**src/hw/rtl/hfc_pkg.sv**
```systemverilog
package hfc_pkg;

    // Field widths
    localparam int TIME_W    = 32;
    localparam int TEMP_W    = 12;
    localparam int MODE_W    = 2;
    localparam int COUNT_W   = 32;
    localparam int SECONDS_W = 23;
    localparam int CFG_IDX_W = 3;
    localparam int CFG_DAT_W = 32;

    // Stream payload widths, padded to whole bytes
    localparam int IN_RAW_W  = TIME_W + TEMP_W + 1 + TEMP_W;
    localparam int IN_DATA_W = ((IN_RAW_W + 7) / 8) * 8;
    localparam int OUT_RAW_W = 3 + TEMP_W + COUNT_W + SECONDS_W;
    localparam int OUT_DATA_W = ((OUT_RAW_W + 7) / 8) * 8;

    // Register indexes on the configuration port
    localparam logic [CFG_IDX_W-1:0] REG_FAN_MODE = 3'd0;
    localparam logic [CFG_IDX_W-1:0] REG_ON_THR   = 3'd1;
    localparam logic [CFG_IDX_W-1:0] REG_OFF_THR  = 3'd2;
    localparam logic [CFG_IDX_W-1:0] REG_DWELL    = 3'd3;
    localparam logic [CFG_IDX_W-1:0] REG_USE_ENC  = 3'd4;

    // Fan modes
    localparam logic [MODE_W-1:0] MODE_OFF  = 2'd0;
    localparam logic [MODE_W-1:0] MODE_AUTO = 2'd1;
    localparam logic [MODE_W-1:0] MODE_ON   = 2'd2;

    // Die sensor trust window, -40 C to 125 C in sixteenths
    localparam logic signed [TEMP_W-1:0] DIE_MIN = -12'sd640;
    localparam logic signed [TEMP_W-1:0] DIE_MAX = 12'sd2000;

    // floor(x / 1000) = (x * RECIP_1000) >> RECIP_SHIFT, exact for 32-bit x
    localparam int RECIP_W     = 29;
    localparam int RECIP_SHIFT = 38;
    localparam logic [RECIP_W-1:0] RECIP_1000 = 29'd274877907;
    localparam int PROD_W      = TIME_W + RECIP_W;

    // One poll request
    typedef struct packed {
        logic [TEMP_W-1:0] die_temp;
        logic              enclosure_valid;
        logic [TEMP_W-1:0] enclosure_temp;
        logic [TIME_W-1:0] now_ms;
    } t_poll;

    // One result, packed as on the output stream
    typedef struct packed {
        logic [SECONDS_W-1:0] run_secs;
        logic [COUNT_W-1:0]   transitions;
        logic [TEMP_W-1:0]    last_temp;
        logic                 temp_valid;
        logic                 changed;
        logic                 fan_on;
    } t_result;

    // Decision stage output, run time still in milliseconds
    typedef struct packed {
        logic [TIME_W-1:0]  total_ms;
        logic [COUNT_W-1:0] transitions;
        logic [TEMP_W-1:0]  last_temp;
        logic               temp_valid;
        logic               changed;
        logic               fan_on;
    } t_decision;

endpackage

```
**src/hw/rtl/hysteresis_fan_controller.sv**
```systemverilog
// Result path: input register, decision register, then seconds register after
// the multiply by 1/1000. Throughput: one poll per cycle unless the output stalls;
// the fan state loop closes in the decision stage.
// Reset: synchronous, active low; clears the fan state, counters and stage
// valids, and loads the default configuration.
module hysteresis_fan_controller (
    input  logic                          i_clk,
    input  logic                          i_rst_n,
    // fields from bit 0: now_ms[31:0], enclosure_temp[43:32],
    // enclosure_valid[44], die_temp[56:45], zero padding
    input  logic [hfc_pkg::IN_DATA_W-1:0] i_s_tdata,
    input  logic                          i_s_tvalid,
    output logic                          o_s_tready,
    // fields from bit 0: fan_on[0], changed[1], temp_valid[2], last_temp[14:3],
    // transitions[46:15], run_secs[69:47], zero padding
    output logic [hfc_pkg::OUT_DATA_W-1:0] o_m_tdata,
    output logic                          o_m_tvalid,
    input  logic                          i_m_tready,
    input  logic                          i_cfg_valid,
    output logic                          o_cfg_ready,
    input  logic [hfc_pkg::CFG_IDX_W-1:0] i_cfg_index,
    input  logic [hfc_pkg::CFG_DAT_W-1:0] i_cfg_data
);
    import hfc_pkg::*;

    // Configuration registers
    logic [MODE_W-1:0]        r_mode;
    logic signed [TEMP_W-1:0] r_on_thr;
    logic signed [TEMP_W-1:0] r_off_thr;
    logic [TIME_W-1:0]        r_dwell;
    logic                     r_use_enc;

    // Fan state
    logic                     r_fan;
    logic [TIME_W-1:0]        r_last_change;
    logic [COUNT_W-1:0]       r_count;
    logic [TIME_W-1:0]        r_run_total;
    logic [TIME_W-1:0]        r_run_start;
    logic signed [TEMP_W-1:0] r_held;

    // Pipeline
    logic      r_v0, r_v1, r_v2;
    t_poll     r_in;
    t_decision r_dec;
    t_result   r_out;
    logic      adv0, adv1, adv2, step;

    // Decision logic
    logic signed [TEMP_W-1:0] enc_t, die_t, n_held;
    logic                     enc_pick, die_ok, temp_ok;
    logic                     req, want, dwell_ok, do_change;
    logic [TIME_W-1:0]        since_change, run_elapsed, total_ms;
    t_decision                n_dec;
    logic [PROD_W-1:0]        product;

    assign o_cfg_ready = 1'b1;

    // Stage handshake
    assign adv2 = !r_v2 || i_m_tready;
    assign adv1 = !r_v1 || adv2;
    assign adv0 = !r_v0 || adv1;
    assign step = r_v0 && adv1;
    assign o_s_tready = adv0;

    always_ff @(posedge i_clk) begin
        if (!i_rst_n) begin
            r_v0 <= 1'b0;
            r_v1 <= 1'b0;
            r_v2 <= 1'b0;
        end else begin
            if (adv0) r_v0 <= i_s_tvalid;
            if (adv1) r_v1 <= r_v0;
            if (adv2) r_v2 <= r_v1;
        end
    end

    // Input register
    always_ff @(posedge i_clk) begin
        if (adv0 && i_s_tvalid) r_in <= t_poll'(i_s_tdata[IN_RAW_W-1:0]);
    end

    // Temperature choice
    assign enc_t    = r_in.enclosure_temp;
    assign die_t    = r_in.die_temp;
    assign enc_pick = r_use_enc && r_in.enclosure_valid;
    assign die_ok   = (die_t >= DIE_MIN) && (die_t <= DIE_MAX);
    assign temp_ok  = enc_pick || die_ok;

    always_comb begin
        priority if (enc_pick) n_held = enc_t;
        else if (die_ok)       n_held = die_t;
        else                   n_held = r_held;
    end

    // Wanted fan level per mode
    always_comb begin
        req  = 1'b0;
        want = r_fan;
        unique case (r_mode)
            MODE_OFF: begin
                req  = 1'b1;
                want = 1'b0;
            end
            MODE_ON: begin
                req  = 1'b1;
                want = 1'b1;
            end
            MODE_AUTO: begin
                if (temp_ok) begin
                    priority if (!r_fan && (n_held >= r_on_thr)) begin
                        req  = 1'b1;
                        want = 1'b1;
                    end else if (r_fan && (n_held <= r_off_thr)) begin
                        req  = 1'b1;
                        want = 1'b0;
                    end else begin
                        req  = 1'b0;
                    end
                end
            end
            default: req = 1'b0;
        endcase
    end

    // Dwell check and run time
    assign since_change = r_in.now_ms - r_last_change;
    assign dwell_ok     = since_change >= r_dwell;
    assign do_change    = req && (want != r_fan) && dwell_ok;
    assign run_elapsed  = r_in.now_ms - r_run_start;
    // also the new run total when the fan turns off
    assign total_ms     = r_fan ? r_run_total + run_elapsed : r_run_total;

    always_comb begin
        n_dec.fan_on      = do_change ? want : r_fan;
        n_dec.changed     = do_change;
        n_dec.temp_valid  = temp_ok;
        n_dec.last_temp   = n_held;
        n_dec.transitions = r_count + COUNT_W'(do_change);
        n_dec.total_ms    = total_ms;
    end

    // State update, one poll per step
    always_ff @(posedge i_clk) begin
        if (!i_rst_n) begin
            r_fan         <= 1'b0;
            r_last_change <= '0;
            r_count       <= '0;
            r_run_total   <= '0;
            r_run_start   <= '0;
            r_held        <= '0;
        end else if (step) begin
            r_held <= n_held;
            if (do_change) begin
                r_fan         <= want;
                r_last_change <= r_in.now_ms;
                r_count       <= r_count + COUNT_W'(1);
                if (want) r_run_start <= r_in.now_ms;
                else      r_run_total <= total_ms;
            end
        end
    end

    // Decision register
    always_ff @(posedge i_clk) begin
        if (step) r_dec <= n_dec;
    end

    // Milliseconds to whole seconds
    assign product = PROD_W'(r_dec.total_ms) * PROD_W'(RECIP_1000);

    always_ff @(posedge i_clk) begin
        if (adv2 && r_v1) begin
            r_out.fan_on      <= r_dec.fan_on;
            r_out.changed     <= r_dec.changed;
            r_out.temp_valid  <= r_dec.temp_valid;
            r_out.last_temp   <= r_dec.last_temp;
            r_out.transitions <= r_dec.transitions;
            r_out.run_secs    <= product[RECIP_SHIFT +: SECONDS_W];
        end
    end

    assign o_m_tvalid = r_v2;
    assign o_m_tdata  = {{(OUT_DATA_W - OUT_RAW_W){1'b0}}, r_out};

    // Configuration writes
    always_ff @(posedge i_clk) begin
        if (!i_rst_n) begin
            r_mode    <= MODE_AUTO;
            r_on_thr  <= 12'sd720;
            r_off_thr <= 12'sd640;
            r_dwell   <= 32'd30000;
            r_use_enc <= 1'b1;
        end else if (i_cfg_valid) begin
            unique case (i_cfg_index)
                REG_FAN_MODE: r_mode    <= i_cfg_data[MODE_W-1:0];
                REG_ON_THR:   r_on_thr  <= i_cfg_data[TEMP_W-1:0];
                REG_OFF_THR:  r_off_thr <= i_cfg_data[TEMP_W-1:0];
                REG_DWELL:    r_dwell   <= i_cfg_data[TIME_W-1:0];
                REG_USE_ENC:  r_use_enc <= i_cfg_data[0];
                default:      r_use_enc <= r_use_enc;
            endcase
        end
    end

endmodule

```
**config.mk**
```make
export PLATFORM = sky130hd
export DESIGN_NAME = hysteresis_fan_controller
export DESIGN_NICKNAME = d
export VERILOG_FILES = /design/src/hw/rtl/hfc_pkg.sv /design/src/hw/rtl/hysteresis_fan_controller.sv
export SDC_FILE = /design/constraint.sdc
export NUM_CORES = 2
export LEC_CHECK = 0
export ABC_AREA = 1
export BUFFER_PORTS_ARGS = -buffer_cell sky130_fd_sc_hd__buf_2
export CAP_MARGIN = 10
export CORE_ASPECT_RATIO = 0.7
export CORE_MARGIN = 2
export CORE_UTILIZATION = 65
export DETAILED_ROUTE_END_ITERATION = 8
export PLACE_DENSITY = 0.85
export SETUP_SLACK_MARGIN = 0.1
export SLEW_MARGIN = 10
export SYNTH_ARGS = -nofsm -noshare
export SYNTH_HDL_FRONTEND = slang
export SYNTH_SLANG_ARGS = --single-unit
```
**constraint.sdc**
```tcl
create_clock -name i_clk -period 9.7 [get_ports i_clk]
set_input_delay 0.97 -clock i_clk [delete_from_list [all_inputs] [get_ports i_clk]]
set_output_delay 0.97 -clock i_clk [all_outputs]
set_load 0.02 [all_outputs]
```
==> impl_metrics.ini <==
[clock_tree]
cts_resized = 0
clk_latency_ps = 580
ctsHoldBuffers = 0
cts-root-buf = clkbuf_16
clockBufferDepth = 3
cts_setup_buffers = 0
htreeDepth = 2
numClockSinks = 409
clkTransAtPathRegs_ps = 70
cts_tree = built
numCtsBuffers = 41

[final_layout]
nets = 5260
syn_to_final_growth_pct = 8.01
drive_gt1_share_pct = 6.19
utilization_pct = 71.1
num-fill-cells = 4168

[synth]
ys_seq_area_share_pct = 28.1
synth_edf_count = 206
synth_top_area_share_pct = 18.1
synth_most_common_cell = inv_1
yosysTopAreaCell = fa_1
yosys_warnings = 0
synth_commonest_cells = 997 x inv_1, 588 x nand2_1, 510 x ha_1
ys.flop_type = edfxtp_1
synth_cell_type_count = 46
synthCells = 4182
syn_avg_cell_area_um2 = 8.71
async_flop_share_pct = 0
yosys-top-cells-area = fa_1 18%, ha_1 18%, edfxtp_1 17%
ys_seq_elements = 409
netlist_area_mm2 = 0.0364

[timing]
finalCritPeriodShare_pct = 78.1
whs_ps = 417
hold_viol = 0
layout_min_cycle_time_ps = 7580
fmax_ghz = 0.132
worst_pin_slew_ps = 1260
maxSlewHeadroom_pct = 16.2
fin_skew_ps = 39.8
drv_slew = 0
finalSetupViolCount = 0
rsz0062_at_grt = no
worst_slack_ps = 2120
fin_tns_setup_ps = 0

[global_routing]
antenna_found_initial = 1
grt_pass1_wl_um = 149000
grt_pass1_vias = 28000
grt_max_degree = 89
grt_usage_pct = 32.7
grt_overflow = 0

[detailed_routing]
drc = 0
wirelength_um = 93700
viasPerCell = 5.63
vias = 28600
drtPass1Iterations = 6
drt_iter0_drc = 2804
wl_per_cell_um = 18.4
ant_nets = 0

[placement]
pre_cts_ws_ps = 2290
io_buffers = 168
dpl.hpwl_um = 74600
gp_congestion = 0.974

[worst_setup_path]
arrival_ps = 7880
critPathKind = flip-flop to flip-flop
r2r-end = o_m_tdata[65]
rr_worst_depth = 22
required_ps = 10000
end_kind = flip-flop
start_kind = flip-flop
r2r_slack_ps = 2120
r2r_start = r_dec[57]
path_max_fanout = 11

[min_path]
hold_path_depth = 0
holdPathEnd = o_m_tdata[12]
hold_path_startpoint = r_dec[12]
hold_path_class = flip-flop to flip-flop

[job]
maxCapViolations = 0

[floorplan]
rows = 72
die_w_um = 287
ios = 179
chipHeight_um = 202
core_mm2 = 0.0553
dieArea_mm2 = 0.0580
start_util_pct = 65.8

[pwr]
leakage_nw = 19.5
power_mw = 13.2
peakVddDrop_mv = 0.549
power_density_mw_per_mm2 = 336

[outcome]
status = complete, no violations
[metal layers]
layer | part of all wire [%] | GRT usage, % | up-vias
li1 | - | - | 13600
met1 | 44 | 49.6 | 13500
met2 | 43 | 48.6 | 1363
met3 | 11 | 7.11 | 133
met4 | 1.6 | 6.19 | 0
met5 | 0 | 0 | -
[flip-flops by register name, indices dropped and copies added (netlist names)]
signal / flops
die_t: 12
enc_t: 12
o_m_tdata: 70
o_m_tvalid: 1
r_count: 32
r_dec: 79
r_dwell: 32
r_fan: 1
r_held: 12
r_in: 33
r_last_change: 32
r_mode: 2
r_off_thr: 12
r_on_thr: 12
r_run_start: 32
r_run_total: 32
r_use_enc: 1
r_v0: 1
r_v1: 1
[cell usage in the layout (no fill, tap or decap), types with 96 or more instances in the layout]
cell type	netlist	routed
fa_1	330	330
nor2_1	292	292
nand2_1	588	588
ha_1	510	510
dfxtp_1	203	203
a21oi_1	244	243
xor2_1	96	96
buf_2	18	167
inv_1	997	996
edfxtp_1	206	206
o21ai_0	197	197
nand3_1	104	104
[cells by family (layout without fill, tap and decap cells)]
group | count (synthesis) | after routing | synth area share (%)
DFF | 409 | 409 | 28.1
other | 2 | 4 | 0.0206
adders and majority gates | 840 | 840 | 35.7
AOI/OAI and AO/OA | 568 | 568 | 8.51
and+or+nand+nor | 1151 | 1151 | 13.3
buffers and inverters | 1089 | 1254 | 11.4
xor gates and xnor gates | 123 | 123 | 2.96
[cell type report]
class | instances | area, um^2 | share of cell area (%)
inverter | 999 | 3750 | 9.55
antenna | 1 | 2.50 | 0.00636
timing repair buffer | 180 | 933 | 2.37
tap | 740 | 926 | 2.35
sequential | 409 | 10200 | 26.1
multi-input combinational | 2685 | 22000 | 56.0
clock inverter | 20 | 270 | 0.687
clock buffer | 55 | 1160 | 2.95
[worst max path at each step]
stage | start | end | slack [ps]
final | r_dec[57] | o_m_tdata[65] | 2120
after global routing | r_in[0] | r_dec[43] | 1590
after CTS | r_dec[57] | o_m_tdata[65] | 2270
after detailed placement | r_dec[57] | o_m_tdata[65] | 2290
after global placement | r_dec[57] | o_m_tdata[65] | 2350
after floorplan | r_dec[51] | o_m_tdata[63] | 3370
[power breakdown]
group / total (mW) / switching, mW / internal (mW)
clock: 1.70 / 0.716 / 0.987
sequential: 2.08 / 0.0674 / 2.02
combinational: 9.42 / 6.18 / 3.24
[through the flow]
stage	cell area (um^2)	cells
floorplan	36400	4183
finish	39300	5089
detailed placement	37900	5013
global placement	37900	5013
global route	39300	5089
CTS	39300	5088
[critical path, cell delays in order, from the launching register on]
cell and delay (ps):
edfxtp_1 890, ha_1 410, fa_1 410, fa_1 550, inv_1 50, fa_1 500, inv_1 50, fa_1 520
fa_1 440, fa_1 550, inv_1 60, fa_1 500, inv_1 60, ha_1 330, a21oi_1 200, o21ai_0 100
a211oi_1 240, o211ai_1 190, nand2_1 180, inv_1 60, a21oi_1 510, o21ai_0 310, xor2_1 220
(Power assumes the default switching activity.)
